### config.mk
export PLATFORM = sky130hd
export DESIGN_NAME = kmpkf_cell
export DESIGN_NICKNAME = d
export VERILOG_FILES = /design/src/rtl/core/kmp_kth_occurrence_finder_assert.svh /design/src/rtl/core/kmpkf_pkg.sv /design/src/rtl/core/kmpkf_cell.sv
export SDC_FILE = /design/constraint.sdc
export NUM_CORES = 1
export LEC_CHECK = 0
export ABC_AREA = 1
export BUFFER_PORTS_ARGS = -buffer_cell sky130_fd_sc_hd__buf_2
export CAP_MARGIN = 25
export CORE_AREA = 4 4 41 43
export DETAILED_ROUTE_END_ITERATION = 7
export DIE_AREA = 0 0 45 47
export GPL_TIMING_DRIVEN = 1
export PLACE_DENSITY = 0.68
export SYNTH_ARGS = -nofsm -noshare
export SYNTH_HDL_FRONTEND = slang
export SYNTH_SLANG_ARGS = --single-unit
### constraint.sdc
create_clock -name clk -period 1.2 [get_ports clk]
set_clock_uncertainty 0.2 [all_clocks]
set_input_delay 0.12 -clock clk [delete_from_list [all_inputs] [get_ports clk]]
set_output_delay 0.12 -clock clk [all_outputs]
set_load 0.05 [all_outputs]
### src/rtl/core/kmp_kth_occurrence_finder_assert.svh
// ----------------------------------------------------------------------------
// kmp_kth_occurrence_finder_assert.svh
// Assertion macros for the k-th occurrence finder.
// ----------------------------------------------------------------------------
`ifndef KMP_KTH_OCCURRENCE_FINDER_ASSERT_SVH
`define KMP_KTH_OCCURRENCE_FINDER_ASSERT_SVH

// same-cycle implication, sampled on clk, off during reset
`define KMPKF_ASSERT_NOW(label, ante, cons) \
    label: assert property (@(posedge clk) disable iff (!rst_n) (ante) |-> (cons)) \
        else $error("%m: assertion failed");

// next-cycle implication
`define KMPKF_ASSERT_NEXT(label, ante, cons) \
    label: assert property (@(posedge clk) disable iff (!rst_n) (ante) |=> (cons)) \
        else $error("%m: assertion failed");

`endif

### src/rtl/core/kmpkf_pkg.sv
// ----------------------------------------------------------------------------
// kmpkf_pkg
// Shared types and constants of the k-th occurrence finder.
// ----------------------------------------------------------------------------
package kmpkf_pkg;

    localparam int CMD_W           = 3;
    localparam int SYM_W           = 8;
    localparam int COUNT_W         = 21;
    localparam int POS_W           = 20;
    localparam int PATTERN_MAX_DEF = 1024;
    localparam int TEXT_MAX_DEF    = 1048576;
    localparam int GROUP_SIZE      = 32;

    localparam logic [COUNT_W-1:0] COUNT_MAX = {COUNT_W{1'b1}};

    typedef enum logic [CMD_W-1:0] {
        CMD_CLEAR   = 3'd0,
        CMD_PATTERN = 3'd1,
        CMD_START   = 3'd2,
        CMD_TEXT    = 3'd3,
        CMD_END     = 3'd4
    } cmd_t;

    localparam logic STATUS_FOUND   = 1'b0;
    localparam logic STATUS_MISSING = 1'b1;

    typedef enum logic [1:0] {
        S_IDLE,
        S_GROUP,
        S_FINAL,
        S_END
    } state_t;

    // broadcast to every cell
    typedef struct packed {
        logic             pat_clear;
        logic             pat_append;
        logic             match_clear;
        logic             text_step;
        logic [SYM_W-1:0] symbol;
    } cell_ctrl_t;

endpackage

### src/rtl/core/kmpkf_cell.sv
// ----------------------------------------------------------------------------
// kmpkf_cell
// One pattern position: holds its byte, a tail flag and a prefix-match bit.
// ----------------------------------------------------------------------------
module kmpkf_cell (
    input  logic                 clk,
    input  logic                 rst_n,
    input  kmpkf_pkg::cell_ctrl_t ctrl,
    input  logic                 left_last,
    input  logic                 left_match,
    output logic                 last,
    output logic                 match,
    output logic                 hit
);

    logic [kmpkf_pkg::SYM_W-1:0] byte_reg;
    logic                        last_reg;
    logic                        last_next;
    logic                        match_reg;
    logic                        match_next;
    logic                        wr_en;

    assign wr_en = ctrl.pat_append & left_last;

    always_comb
    begin
        priority if (ctrl.pat_clear)
        begin
            last_next = 1'b0;
        end
        else if (ctrl.pat_append)
        begin
            last_next = left_last;
        end
        else
        begin
            last_next = last_reg;
        end
    end

    always_comb
    begin
        priority if (ctrl.match_clear)
        begin
            match_next = 1'b0;
        end
        else if (ctrl.text_step)
        begin
            match_next = left_match & (ctrl.symbol == byte_reg);
        end
        else
        begin
            match_next = match_reg;
        end
    end

    always_ff @(posedge clk)
    begin
        if (wr_en)
        begin
            byte_reg <= ctrl.symbol;
        end
    end

    always_ff @(posedge clk or negedge rst_n)
    begin
        if (!rst_n)
        begin
            last_reg  <= 1'b0;
            match_reg <= 1'b0;
        end
        else
        begin
            last_reg  <= last_next;
            match_reg <= match_next;
        end
    end

    assign last  = last_reg;
    assign match = match_reg;
    assign hit   = match_reg & last_reg;

endmodule

==> reports/qor.yml <==
synth:
  avgSynthCellArea_um2: 8.97
  ys_async_sr_fraction: 0.200
  synth_compound_area_frac: 0.0698
  syn_nets: 70
  yosys_register_bits: 10
  yosys.area_share.simple: 0.171
  synth-edff-count: 8
  synth_area_leaders: "edfxtp_1 50%, nand2_1 13%, inv_1 12%"
  ys_top_cells_by_count: "17 x nand2_1, 16 x inv_1, 8 x edfxtp_1"
  muxShareOfSynthArea: 0
  yosysMostFrequentCell: "nand2_1"
  synth_fa_ha_area_frac: 0
  synth_top_area_share: 0.496
  ys_seq_area_frac: 0.599
  yosysWarnings: 0
  yosys.area.top_type: "edfxtp_1"
  ys.flop_type: "edfxtp_1"
  synth_top_family_by_area: "simple AND/OR/NAND/NOR gates"
  synthXorXnorAreaFrac: 0.0362
  syn_inst: 54
  syn-cell-area_um2: 484
  synthDistinctLibCells: 12
global_routing:
  antenna_found_initial: 0
  grt_usage: 0.131
  grt_pass1_vias: 453
  grt_pass1_wl_um: 1900
  overflow: 0
  grt_max_degree: 9
critical_path:
  worstReg2RegEnd: "match"
  critPathKind: "register to output port"
  ff2ff_path_depth: 7
  crit_start: "match"
  required_ps: 880
  critical_path_arrival_ps: 990
  cpPeakStageDelay_ps: 420
  critPathMaxFanout: 3
  critPathCaptureType: "output port"
  crit_buf_inv: 2
  crit_family: "flip-flops"
  reg2reg_slack_ps: 60
  path_cells: "nand2_2, clkinvlp_4, buf_6"
  endpoint: "hit"
  worst-path-stages: 3
  start_kind: "register"
  worstReg2RegStart: "byte_reg[6]"
  crit_slowest_cell: "dfrtp_2"
cts:
  cts.sinks: 10
  clk_latency_ps: 270
  tritoncts: "built"
  path_clk_slew_ps: 70
  root_buffer: "clkbuf_4"
  cts_buffer_depth: 2
  htreeDepth: 1
  cts_buffers: 3
place:
  gp_congestion: 0.678
  placed_area_um2: 602
  dp_hpwl_um: 689
  port_buffers: 18
  dp.cells: 87
timing:
  tns_ps: -124
  worst_pin_slew_ps: 338
  slew_headroom: 0.774
  min_period_over_period: 1.09
  final-setup-viol-count: 2
  slew_violations: 0
  grt_setup_unrepaired: "true"
  clock.fmax_mhz: 763
  min_period_ps: 1310
  finalHoldViolCount: 0
  timing.final.ws_setup_ps: -110
pwr:
  total_power_uw: 867
  leakagePower_uw: 0.000401
  power.density_nw_per_um2: 1070
  ir_worst_vdd_mv: 0.642
floorplan:
  die_width_um: 45
  core_um2: 1300
  die_h_um: 47
  dieArea_um2: 2120
  initial_core_util: 0.372
  num_io_pins: 19
  rows: 13
job:
  max_cap_viol_count: 0
layout:
  final_cell_area_um2: 807
  drive_gt1_frac: 0.304
  nFillCells: 114
  finalNetCount: 109
  final_cells: 107
  largest_register_ffs: 8
  area_delta_synth_final_pct: 66.7
  post-route-util: 0.620
  diodes: 0
  area.sequential_um2: 293
  multi_input_area_um2: 136
status:
  status: "finished with violations"
  violations: "setup timing"
drt:
  antenna_violating_nets_post_route: 0
  via_count: 451
  drcViolationCount: 0
  wirelength_um: 1160
  routedWlPerCell_um: 10.8
  first_pass_iters: 4
  via_per_inst: 4.21
  drtIter0Drc: 12
hold_path:
  min_path_type: "input port to register"
-- what timing repair did --
item,in CTS,in global routing
hold buffers,15,0
setup endpoints to repair,3,4
resized for setup,3,2
buffers inserted,1,0
cloned,0,0
pin swaps,0,1
hold endpoints to repair,12,0
-- layer usage --
layer,part of all wire,track usage,up-vias
met4,0.046,0.0877,0
li1,-,-,240
met1,0.39,0.149,188
met2,0.51,0.218,17
met3,0.058,0.0345,6
met5,0,0,-
-- layout by cell type, fill, tap and decap left out, types with 3 or more instances in the layout --
cell type / synthesis / routed
buf_2: 0 / 15
edfxtp_1: 8 / 8
nand2_1: 17 / 16
clkbuf_4: 0 / 3
dlygate4sd3_1: 0 / 15
inv_1: 16 / 15
buf_4: 0 / 3
-- stage by stage --
stage	hold WS, ps	worst slack, ps
2_1_floorplan	-376	18.1
5_1_grt	50.8	-146
3_5_place_dp	-294	73.5
4_1_cts	23.6	-117
6_report	19.9	-110
3_3_place_gp	-293	75.4
-- worst min-delay path by stage --
stage / start / to / slack (ps) / cells after the start
after floorplan: rst_n / last / -380 / 0
final: ctrl[4] / match / 20 / 6
after global routing: ctrl[2] / match / 50 / 6
after global placement: rst_n / last / -290 / 1
after detailed placement: rst_n / match / -290 / 1
after CTS: ctrl[4] / match / 20 / 6
-- cell families (layout without fill, tap and decap cells) --
logic type | after synthesis | count (layout)
AO/OA/AOI/OAI | 5 | 5
flip-flops | 10 | 10
XOR/XNOR | 2 | 2
AND/OR/NAND/NOR | 21 | 21
buffers and inverters | 16 | 54
-- final cells by class --
class / instances / area share
Inverter: 16 / 0.0791
Timing Repair Buffer: 34 / 0.321
Multi-Input combinational cell: 28 / 0.169
Sequential cell: 10 / 0.363
Tap cell: 15 / 0.0233
Clock buffer: 4 / 0.0450
-- power breakdown --
group | switching, uW | leakage, uW | internal, uW
Combinational | 67.5 | 0.000281 | 78.7
Clock | 126 | 0.0000210 | 184
Sequential | 10.7 | 0.0000988 | 400
-- worst reg2reg max path, stage by stage (launching register included) --
cell,delay (ps)
edfxtp_1,380
inv_1,60
nand2_1,40
nand2_1,50
nand3_1,70
nor2_1,90
nand2_1,60
a21oi_2,110
(Power assumes the default switching activity.)
