`src/rtl/core/kmp_kth_occurrence_finder_assert.svh`:
```
// ----------------------------------------------------------------------------
// kmp_kth_occurrence_finder_assert.svh
// Assertion macros for the k-th occurrence finder.
// ----------------------------------------------------------------------------
`ifndef KMP_KTH_OCCURRENCE_FINDER_ASSERT_SVH
`define KMP_KTH_OCCURRENCE_FINDER_ASSERT_SVH

// same-cycle implication, sampled on clk, off during reset
`define KMPKF_ASSERT_NOW(label, ante, cons) \
    label: assert property (@(posedge clk) disable iff (!rst_n) (ante) |-> (cons)) \
        else $error("%m: assertion failed");

// next-cycle implication
`define KMPKF_ASSERT_NEXT(label, ante, cons) \
    label: assert property (@(posedge clk) disable iff (!rst_n) (ante) |=> (cons)) \
        else $error("%m: assertion failed");

`endif

```
`src/rtl/core/kmpkf_pkg.sv`:
```
// ----------------------------------------------------------------------------
// kmpkf_pkg
// Shared types and constants of the k-th occurrence finder.
// ----------------------------------------------------------------------------
package kmpkf_pkg;

    localparam int CMD_W           = 3;
    localparam int SYM_W           = 8;
    localparam int COUNT_W         = 21;
    localparam int POS_W           = 20;
    localparam int PATTERN_MAX_DEF = 1024;
    localparam int TEXT_MAX_DEF    = 1048576;
    localparam int GROUP_SIZE      = 32;

    localparam logic [COUNT_W-1:0] COUNT_MAX = {COUNT_W{1'b1}};

    typedef enum logic [CMD_W-1:0] {
        CMD_CLEAR   = 3'd0,
        CMD_PATTERN = 3'd1,
        CMD_START   = 3'd2,
        CMD_TEXT    = 3'd3,
        CMD_END     = 3'd4
    } cmd_t;

    localparam logic STATUS_FOUND   = 1'b0;
    localparam logic STATUS_MISSING = 1'b1;

    typedef enum logic [1:0] {
        S_IDLE,
        S_GROUP,
        S_FINAL,
        S_END
    } state_t;

    // broadcast to every cell
    typedef struct packed {
        logic             pat_clear;
        logic             pat_append;
        logic             match_clear;
        logic             text_step;
        logic [SYM_W-1:0] symbol;
    } cell_ctrl_t;

endpackage

```
`src/rtl/core/kmpkf_hit_tree.sv`:
```
// ----------------------------------------------------------------------------
// kmpkf_hit_tree
// Registered two-level OR of the cell hit flags.
// ----------------------------------------------------------------------------
module kmpkf_hit_tree #(
    parameter int CELLS = kmpkf_pkg::PATTERN_MAX_DEF
) (
    input  logic             clk,
    input  logic             rst_n,
    input  logic             load,
    input  logic [CELLS-1:0] hit,
    output logic             any_hit
);

    localparam int GROUP = kmpkf_pkg::GROUP_SIZE;
    localparam int NG    = (CELLS + GROUP - 1) / GROUP;

    logic [NG-1:0] grp_reg;
    logic [NG-1:0] grp_next;

    for (genvar g = 0; g < NG; g++)
    begin : g_grp
        localparam int LO = g * GROUP;
        localparam int HI = ((LO + GROUP) < CELLS) ? (LO + GROUP - 1) : (CELLS - 1);
        assign grp_next[g] = |hit[HI:LO];
    end

    always_ff @(posedge clk or negedge rst_n)
    begin
        if (!rst_n)
        begin
            grp_reg <= '0;
        end
        else if (load)
        begin
            grp_reg <= grp_next;
        end
    end

    assign any_hit = |grp_reg;

endmodule

```
`config.mk`:
```
export PLATFORM = sky130hd
export DESIGN_NAME = kmpkf_hit_tree
export DESIGN_NICKNAME = d
export VERILOG_FILES = /design/src/rtl/core/kmp_kth_occurrence_finder_assert.svh /design/src/rtl/core/kmpkf_pkg.sv /design/src/rtl/core/kmpkf_hit_tree.sv
export SDC_FILE = /design/constraint.sdc
export NUM_CORES = 1
export LEC_CHECK = 0
export BUFFER_PORTS_ARGS = -buffer_cell sky130_fd_sc_hd__buf_2
export CORE_AREA = 2 2 395 397
export CTS_CLUSTER_SIZE = 16
export DETAILED_ROUTE_END_ITERATION = 10
export DIE_AREA = 0 0 397 399
export GPL_TIMING_DRIVEN = 0
export PLACE_DENSITY = 0.3
export SLEW_MARGIN = 20
export SYNTH_ARGS = -nofsm -noshare
export SYNTH_HDL_FRONTEND = slang
export SYNTH_SLANG_ARGS = --single-unit
```
`constraint.sdc`:
```
create_clock -name clk -period 2.45 [get_ports clk]
set_clock_uncertainty 0.05 [all_clocks]
set_input_delay 0.49 -clock clk [delete_from_list [all_inputs] [get_ports clk]]
set_output_delay 0.49 -clock clk [all_outputs]
set_load 0.01 [all_outputs]
```
==> results.py, run 1 <==
metrics = {
    "run_status": {
        "status": "finished with violations",
        "failed_checks": "setup timing",
    },
    "clocking": {
        "numCtsBuffers": 5,
        "cts.reportedPaths.clkPinSlew_ns": 0.10,
        "post-cts-setup-buffers": 0,
        "cts_root_buf": "clkbuf_16",
        "h-tree-depth": 2,
        "cts.path.max_buffers": 2,
        "clkLatencyLatePin_ns": 0.35,
        "cts_tree": "yes",
        "cts.sinks": 32,
    },
    "critical_path": {
        "path_class": "reg -> out",
        "critPathArrivalTime_ns": 2.09,
        "worstRegToRegCells": 2,
        "worst_setup_path_start_kind": "register",
        "crit_fanout": 2,
        "crit_path_end_kind": "primary output",
        "crit_required_ns": 1.91,
    },
    "yosys": {
        "syn_nets": 1493,
        "yosys.area_share.xor_xnor_pct": 0,
        "synthCells": 466,
        "synth_compound_area_share_pct": 5.07,
        "yosys.cell_types.count": 12,
        "yosys.area_share.adder_pct": 0,
        "synth_top_family_by_area": "simple AND/OR/NAND/NOR gates",
        "synth.area.mux_share_pct": 0,
        "syn_area_per_cell_um2": 8.47,
        "synth_area_mm2": 0.00395,
        "ys_ff_latch": 32,
        "yosys.area_share.simple_pct": 73.1,
        "yosysWarnings": 0,
        "seq_area_frac_synth_pct": 20.3,
    },
    "route": {
        "drc": 0,
        "drt_iter0_drc": 376,
        "firstDrtPassIters": 4,
        "vias": 8918,
        "routedWlPerCell_um": 19.1,
        "drt_wl_total_um": 67900,
        "wl_met1_um": 25400,
        "viasPerCell": 2.50,
        "final_antenna_net_count": 0,
        "topRoutingLayerUsed": "met5",
        "wl_met2_um": 35800,
        "wl_met3_um": 4690,
    },
    "timing": {
        "rsz0062_at_grt": "yes",
        "hold_viol_final": 0,
        "fin_ws_ns": -0.185,
        "timing.hold.ws_ns": 0.342,
        "fin_crit_sh_pct": 108,
        "finalSetupViolCount": 1,
        "max-slew-margin-rel_pct": 40.1,
        "clock.fmax_mhz": 380,
        "max_slew.worst_pin.slew_ns": 0.890,
        "fin_crit_ns": 2.63,
        "drv_slew": 0,
    },
    "run": {
        "cap_viol_max_count": 0,
    },
    "global_route": {
        "groute.usage.overall_pct": 8.04,
        "grt_pass1_vias": 9148,
        "antenna_found_initial": 59,
        "grt_pass1_wl_um": 82100,
        "grt_max_degree": 23,
        "overflow": 0,
    },
    "placement": {
        "dp_slack_ns": -0.573,
        "placed_cell_area_mm2": 0.0118,
        "portBuffers": 1026,
        "place_congestion": 0.929,
        "hpwl_um": 62600,
    },
    "final_layout": {
        "multi_input_area_mm2": 0.00321,
        "layout-drive-gt1-share_pct": 72.1,
        "final_nets": 2534,
        "ff_latch_area_um2": 802,
        "final_util_pct": 7.85,
        "largest_register_ffs": 32,
        "fill_cells": 18209,
        "area_growth_pct": 206,
        "final_area_mm2": 0.0121,
    },
    "power_and_ir_drop": {
        "power_uw": 2690,
        "p_per_area_mw_per_mm2": 223,
        "p_leak_uw": 0.00523,
        "vdd.ir_drop.worst_mv": 0.252,
    },
    "die": {
        "design.core.area_mm2": 0.154,
        "design.die.area_mm2": 0.158,
        "rows": 144,
        "die_x_um": 397,
        "pin_count": 1028,
        "initial_utilization_pct": 2.57,
        "die_height_um": 399,
    },
    "worst_hold_path": {
        "hold_path_depth": 3,
        "hp-class": "in -> reg",
    },
}
final cells by class:
| cell class | count | area share, % |
|---|---|---|
| Timing Repair Buffer | 1034 | 43.3 |
| Tap cell | 2044 | 21.2 |
| Clock inverter | 1 | 0.249 |
| Antenna cell | 10 | 0.207 |
| Clock buffer | 7 | 1.27 |
| Buffer | 7 | 0.529 |
| Sequential cell | 32 | 6.65 |
| Multi-Input combinational cell | 427 | 26.6 |
Yosys cell counts:
| library cell | n | area, um^2 |
|---|---|---|
| nor4_1 | 200 | 1250 |
| and4_1 | 64 | 561 |
| nor2_1 | 64 | 240 |
| a31oi_1 | 32 | 200 |
| dfrtp_1 | 32 | 801 |
| nor3_1 | 32 | 160 |
| nor4b_4 | 25 | 594 |
| nor4b_1 | 7 | 61.3 |
| buf_6 | 4 | 45.0 |
| buf_2 | 3 | 15.0 |
| nand4_1 | 2 | 12.5 |
| or2_2 | 1 | 6.26 |
repair_timing:
item                                    in CTS  in global routing
hold buffers                                 1                  0
endpoints found under the setup margin       2                  1
hold endpoints to repair                    10                  0
pin swaps                                    4                  2
resized for setup                           10                  1
critical path, stage by stage, from the launching register on:
cell,delay [ns]
dfrtp_2,0.52
nor4_4,0.40
nand4_1,0.36
or2_4,0.33
buf_6,0.13
layer usage:
layer,up-vias,GRT usage [%]
li1,4184,-
met1,3997,9.02
met4,6,2.57
met3,112,1.68
met2,619,15.0
met5,-,0
power by group:
group          switching (uW)  total, uW  internal (uW)
combinational             517       1200            679
clock                     428        970            542
sequential        0.000000662        528            528
total                     946       2690           1750
kinds of logic (layout without fill, tap and decap cells):
family	count (synthesis)	in the layout
AND/OR/NAND/NOR	395	395
AO/OA/AOI/OAI	32	32
flip-flops	32	32
buffers and inverters	7	1049
other	0	10
per-stage QoR:
step                      TNS, ns  std cells
after floorplan                 0        466
after global placement      -3.75       3536
after detailed placement    -1.30       3543
after CTS                  -0.429       3552
after global routing       -0.326       3556
final                      -0.185       3562
path summary, 6_finish.rpt:
path | from | end | slack [ns]
min in group asynchronous | rst_n | grp_reg[11]$_DFFE_PN0P_ | 0.52
max | grp_reg[19]$_DFFE_PN0P_ | any_hit | -0.18
max reg2reg | grp_reg[5]$_DFFE_PN0P_ | grp_reg[5]$_DFFE_PN0P_ | 1.36
min reg2reg | grp_reg[29]$_DFFE_PN0P_ | grp_reg[29]$_DFFE_PN0P_ | 0.51
min | hit[50] | grp_reg[1]$_DFFE_PN0P_ | 0.34
max in group asynchronous | rst_n | grp_reg[19]$_DFFE_PN0P_ | 1.29
cell usage in the layout (no fill, tap or decap), drive strengths merged:
cell / netlist / layout
a31oi: 32 / 32
and4: 64 / 64
buf: 7 / 1040
bufinv: 0 / 1
clkbuf: 0 / 7
dfrtp: 32 / 32
diode: 0 / 10
dlygate4sd3: 0 / 1
nand4: 2 / 2
nor2: 64 / 64
nor3: 32 / 32
nor4: 200 / 200
nor4b: 32 / 32
or2: 1 / 1
Note: power is estimated with default switching activity, not from simulation.
==> run 2, diff against run 1 <==
--- a/config.mk
+++ b/config.mk
@@ -10,8 +10,7 @@
 export CTS_CLUSTER_SIZE = 16
 export DETAILED_ROUTE_END_ITERATION = 10
 export DIE_AREA = 0 0 397 399
-export GPL_TIMING_DRIVEN = 0
-export PLACE_DENSITY = 0.3
+export GPL_TIMING_DRIVEN = 1
 export SLEW_MARGIN = 20
 export SYNTH_ARGS = -nofsm -noshare
 export SYNTH_HDL_FRONTEND = slang
==> run 2 against run 1 <==
  * The run still ends with setup timing left
  * Fmax increased by 3.6%
  * Wire length decreased by 0.84%
  * Power decreased by 5.8%
  * Largest power group unchanged
==> results.py, run 2 (synthesized netlist as in run 1, its figures left out) <==
metrics = {
    "timing": {
        "max_slew.worst_pin.slew_ns": 0.868,
        "fin_crit_ns": 2.54,
        "finalSetupViolCount": 1,
        "max-slew-margin-rel_pct": 41.7,
        "fin_ws_ns": -0.0935,
        "finalSetupTns_ns": -0.0935,
        "rsz0062_at_grt": "yes",
        "timing.hold.ws_ns": 0.135,
        "clock.fmax_mhz": 393,
        "hold_viol_final": 0,
        "drv_slew": 0,
        "fin_crit_sh_pct": 104,
    },
    "route": {
        "drc": 0,
        "drt_iter0_drc": 518,
        "vias": 9296,
        "routedWlPerCell_um": 18.7,
        "wl_met3_um": 5650,
        "viasPerCell": 2.58,
        "final_antenna_net_count": 0,
        "wl_met1_um": 26100,
        "wl_met2_um": 32900,
        "drt_wl_total_um": 67300,
        "firstDrtPassIters": 5,
        "topRoutingLayerUsed": "met5",
    },
    "clocking": {
        "post-cts-setup-buffers": 0,
        "numCtsBuffers": 5,
        "cts.sinks": 32,
        "h-tree-depth": 2,
        "cts.path.max_buffers": 2,
        "clkLatencyLatePin_ns": 0.33,
        "cts_root_buf": "clkbuf_16",
        "cts_tree": "yes",
        "cts.reportedPaths.clkPinSlew_ns": 0.08,
    },
    "die": {
        "design.die.area_mm2": 0.158,
        "die_height_um": 399,
        "rows": 144,
        "design.core.area_mm2": 0.154,
        "pin_count": 1028,
        "initial_utilization_pct": 2.57,
        "die_x_um": 397,
    },
    "placement": {
        "place_congestion": 0.942,
        "dp_slack_ns": -0.482,
        "hpwl_um": 61700,
        "placed_cell_area_mm2": 0.0119,
        "portBuffers": 1027,
    },
    "final_layout": {
        "final_area_mm2": 0.0122,
        "layout-drive-gt1-share_pct": 72.6,
        "final_util_pct": 7.95,
        "area_growth_pct": 209,
        "final_nets": 2554,
        "largest_register_ffs": 32,
        "layout_commonest_cell": "buf_2",
        "final_cell_mix": "buf_2, nor4_1, and4_1, nor2_1",
    },
    "global_route": {
        "antenna_found_initial": 65,
        "overflow": 0,
        "grt_pass1_wl_um": 81300,
        "grt_pass1_vias": 9203,
        "groute.usage.overall_pct": 7.93,
        "grt_max_degree": 33,
    },
    "critical_path": {
        "worst_setup_path_start_kind": "register",
        "crit_required_ns": 1.91,
        "critPathArrivalTime_ns": 2.00,
        "crit_fanout": 2,
        "crit_path_end_kind": "primary output",
        "path_class": "reg -> out",
    },
    "power_and_ir_drop": {
        "power.internal_uw": 1620,
        "vdd.ir_drop.worst_mv": 0.200,
        "power_switching_share_pct": 36.1,
        "power_frac_comb_pct": 48.0,
        "p_sw_uw": 917,
        "power_frac_clock_pct": 31.2,
        "p_per_area_mw_per_mm2": 208,
        "p_seq_share_pct": 20.8,
        "p_leak_uw": 0.00530,
    },
    "run_status": {
        "failed_checks": "setup timing",
        "status": "finished with violations",
    },
    "run": {
        "cap_viol_max_count": 0,
    },
    "worst_hold_path": {
        "hp-class": "in -> async",
    },
}
==> run 2: cell types whose count changed in the layout (fill, tap and decap cells not counted), moves of 2 or more <==
cell / delta
buf_4: +26
diode_2: +16
buf_12: +3
buf_2: -3
buf_6: -3
dfrtp_1: -3
dfrtp_2: +3
clkinvlp_4: +2
==> run 2: final cells by class <==
class                   instances  area, um^2
flip-flops and latches         32         806
clock buffers                   6         139
repair buffers               1061        5450
clock inverters                 2        15.0
diodes                         26        65.1
multi-input cells             427        3180
well taps                    2044        2560
fillers                     18065      141000
==> run 2: power by group through the flow <==
stage / clock [uW] / combinational, uW / sequential, uW
6_report: 790 / 1220 / 528
3_5_place_dp: 0 / 1210 / 538
4_1_cts: 900 / 1220 / 528
5_1_grt: 893 / 1300 / 528
2_1_floorplan: 0 / 134 / 538
3_3_place_gp: 0 / 1210 / 538
==> run 2: per-layer routing <==
layer  GRT usage (%)  up-vias
met2            13.7      644
met5               0        -
li1                -     4245
met1            9.02     4257
met3            2.77      128
met4            2.86       22
==> run 2: worst paths after layout <==
kind,depth (start not counted),start,slack (ns),end
max,6,grp_reg[9]$_DFFE_PN0P_,-0.09,any_hit
min,1,rst_n,0.13,grp_reg[4]$_DFFE_PN0P_
max reg2reg,2,grp_reg[18]$_DFFE_PN0P_,1.09,grp_reg[18]$_DFFE_PN0P_
min reg2reg,2,grp_reg[26]$_DFFE_PN0P_,0.53,grp_reg[26]$_DFFE_PN0P_
max in group asynchronous,1,rst_n,1.71,grp_reg[1]$_DFFE_PN0P_
min in group clk,3,hit[304],0.37,grp_reg[9]$_DFFE_PN0P_
==> run 2: stage by stage <==
step | cells | power [uW]
2_1_floorplan | 466 | 672
5_1_grt | 3582 | 2720
4_1_cts | 3572 | 2640
6_report | 3598 | 2540
3_5_place_dp | 3564 | 1750
3_3_place_gp | 3564 | 1750
==> run 2: repair_timing <==
action                                  4_1_cts  5_1_grt
hold buffers                                  0        0
gates cloned                                  0        0
endpoints found under the setup margin        1        1
gates resized for setup                      13        2
pin swaps                                     4        0
==> run 2: worst max-delay path, cell delays in order (launching register included) <==
cell	delay, ns
dfrtp_1	0.39
nor4_2	0.34
buf_4	0.18
nand4_1	0.17
buf_6	0.18
or2_4	0.26
buf_6	0.13
==> run 3, diff against run 2 <==
--- a/config.mk
+++ b/config.mk
@@ -5,6 +5,7 @@
 export SDC_FILE = /design/constraint.sdc
 export NUM_CORES = 1
 export LEC_CHECK = 0
+export ABC_AREA = 1
 export BUFFER_PORTS_ARGS = -buffer_cell sky130_fd_sc_hd__buf_2
 export CORE_AREA = 2 2 395 397
 export CTS_CLUSTER_SIZE = 16
==> run 3 against run 2 <==
  * Area after synthesis rose by 29%
  * Hold slack improved by 0.0092 ns
  * Core utilization rose by 0.66 points
  * Sequential power barely moved
  * Global-route usage fell by 0.91 points
  * The flow now finishes without violations
  * Sequential share of layout area fell by 0.54 points
  * Critical path depth fell by 1
  * Final cell count rose by 17%
  * Register-to-register slack improved by 0.56 ns
  * Via count rose by 14%
  * Sequential cell count did not move
==> results.py, run 3 <==
metrics = {
    "die": {
        "rows": 144,
        "initial_utilization_pct": 3.32,
        "design.core.area_mm2": 0.154,
        "die_x_um": 397,
        "die_height_um": 399,
        "pin_count": 1028,
        "design.die.area_mm2": 0.158,
    },
    "worst_hold_path": {
        "hp-class": "in -> async",
    },
    "yosys": {
        "syn_area_per_cell_um2": 4.70,
        "yosysWarnings": 0,
        "synth_area_mm2": 0.00511,
        "ys_top_cells_by_area": "nor2_1, nand2_1, dfrtp_1, nor3_2, or2_0",
        "yosys.cell_types.count": 13,
        "synthCells": 1086,
        "yosys-top-cells-count": "nor2_1, nand2_1, nand3_1",
        "yosysMostFrequentCell": "nor2_1",
        "syn_nets": 2113,
        "ys_ff_latch": 32,
        "synth.top_cell.area_share_pct": 50.6,
        "async_flop_share_pct": 100,
        "synth-edff-count": 0,
        "ys.flop_type": "dfrtp_1",
        "seq_area_frac_synth_pct": 15.7,
        "yosysTopAreaCell": "nor2_1",
    },
    "timing": {
        "max-slew-margin-rel_pct": 42.7,
        "finalSetupViolCount": 0,
        "max_slew.worst_pin.slew_ns": 0.856,
        "clock.fmax_mhz": 440,
        "fin_crit_ns": 2.28,
        "rsz0062_at_grt": "no",
        "hold_viol_final": 0,
        "drv_slew": 0,
        "timing.hold.ws_ns": 0.144,
        "fin_crit_sh_pct": 92.9,
    },
    "power_and_ir_drop": {
        "p_leak_uw": 0.00586,
        "p_per_area_mw_per_mm2": 202,
        "vdd.ir_drop.worst_mv": 0.254,
        "power_uw": 2680,
    },
    "critical_path": {
        "worst_setup_path_start_kind": "register",
        "cp.depth": 5,
        "critical_path.max_stage_delay_ns": 0.38,
        "path_delay_family": "simple AND/OR/NAND/NOR gates",
        "startpoint": "grp_reg[5]$_DFFE_PN0P_",
        "r2r-start": "grp_reg[17]$_DFFE_PN0P_",
        "reg2reg_setup_slack_ns": 1.65,
        "rr_endpoint": "grp_reg[17]$_DFFE_PN0P_",
        "critPathBufInv": 1,
        "crit_fanout": 2,
        "critPathArrivalTime_ns": 1.74,
        "crit_chain": "nor2_1 > nand4_1 > nor2_4 > nand3_2 > buf_2",
        "worstRegToRegCells": 2,
        "endpoint": "any_hit",
        "path_class": "reg -> out",
        "crit_required_ns": 1.91,
        "critPathSlowestCell": "dfrtp_1",
        "crit_path_end_kind": "primary output",
    },
    "final_layout": {
        "final-instance-count-excl-fill": 4209,
        "layout-drive-gt1-share_pct": 51.2,
        "area_growth_pct": 159,
        "fill_cells": 18319,
        "largest_register_ffs": 32,
        "final_util_pct": 8.60,
        "final_nets": 3167,
        "layout_commonest_cell": "buf_2",
        "final_cell_mix": "buf_2, nor2_1, nand2_1",
    },
    "global_route": {
        "grt_max_degree": 33,
        "groute.usage.overall_pct": 7.02,
        "grt_pass1_vias": 10166,
        "grt_pass1_wl_um": 75200,
        "overflow": 0,
        "antenna_found_initial": 40,
    },
    "clocking": {
        "post-cts-setup-buffers": 0,
        "numCtsBuffers": 5,
        "cts_tree": "yes",
        "cts.sinks": 32,
        "ctsHoldBuffers": 0,
        "cts.path.max_buffers": 2,
        "cts.reportedPaths.clkPinSlew_ns": 0.08,
        "cts_root_buf": "clkbuf_16",
        "h-tree-depth": 2,
        "clkLatencyLatePin_ns": 0.30,
    },
    "route": {
        "drc": 0,
        "drt_wl_total_um": 60400,
        "firstDrtPassIters": 5,
        "vias": 10614,
        "routedWlPerCell_um": 14.4,
        "drt_iter0_drc": 638,
        "final_antenna_net_count": 0,
        "viasPerCell": 2.52,
    },
    "run": {
        "cap_viol_max_count": 0,
    },
    "run_status": {
        "status": "finished clean",
    },
    "placement": {
        "hpwl_um": 55700,
        "portBuffers": 1027,
        "dp_cells": 4177,
        "place_congestion": 0.987,
    },
}
run 3: cell count changes after synthesis, sizes merged, moves of 32 or more:
cell | before | now
a31oi | 32 | 0
nor4 | 200 | 1
nand3 | 0 | 33
nor4b | 32 | 0
and4 | 64 | 0
nand2 | 0 | 257
nor2 | 64 | 688
run 3: repair_timing:
item | CTS | global route
pin swaps | 1 | 2
resized for setup | 4 | 2
hold endpoints to repair | 0 | 0
setup endpoints to repair | 1 | 1
run 3: how the worst min path moves through the flow:
stage | end | startpoint
3_3_place_gp | grp_reg[21]$_DFFE_PN0P_ | grp_reg[21]$_DFFE_PN0P_
6_report | grp_reg[17]$_DFFE_PN0P_ | rst_n
4_1_cts | grp_reg[4]$_DFFE_PN0P_ | rst_n
2_1_floorplan | grp_reg[0]$_DFFE_PN0P_ | rst_n
3_5_place_dp | grp_reg[2]$_DFFE_PN0P_ | grp_reg[2]$_DFFE_PN0P_
5_1_grt | grp_reg[4]$_DFFE_PN0P_ | rst_n
run 3: per-stage QoR:
step	setup WS (ns)	setup TNS [ns]	cell area, um^2
after global placement	-0.121	-0.121	13000
after detailed placement	-0.134	-0.134	13000
final	0.175	0	13200
after CTS	0.000987	0	13200
after floorplan	1.11	0	5110
after global routing	0.0412	0	13200
run 3: per-layer routing:
layer / GRT usage, % / up-vias / wire length, um
met1: 7.92 / 4448 / 22600
met3: 1.90 / 80 / 5130
met2: 13.0 / 609 / 31000
met4: 1.68 / 8 / 1630
li1: - / 5469 / -
met5: 0 / - / 52
run 3: layout make-up:
type / instances / area (um^2) / area share [%]
Timing Repair Buffer: 1054 / 5350 / 40.4
Multi-Input combinational cell: 1046 / 4270 / 32.3
Tap cell: 2044 / 2560 / 19.3
Sequential cell: 32 / 801 / 6.06
Clock buffer: 7 / 153 / 1.15
Antenna cell: 24 / 60.1 / 0.454
Clock inverter: 1 / 30.0 / 0.227
Inverter: 1 / 6.26 / 0.0473
run 3: kinds of logic after synthesis:
family                 count (synthesis)  share of synthesized area [%]
buffers and inverters                  8                           1.15
flip-flops                            32                           15.7
AND/OR/NAND/NOR                     1046                           83.2
run 3: report_power, final:
part,internal (uW),switching [uW]
Sequential,528,0.000000348
Clock,539,341
Combinational,712,556
Total,1780,897
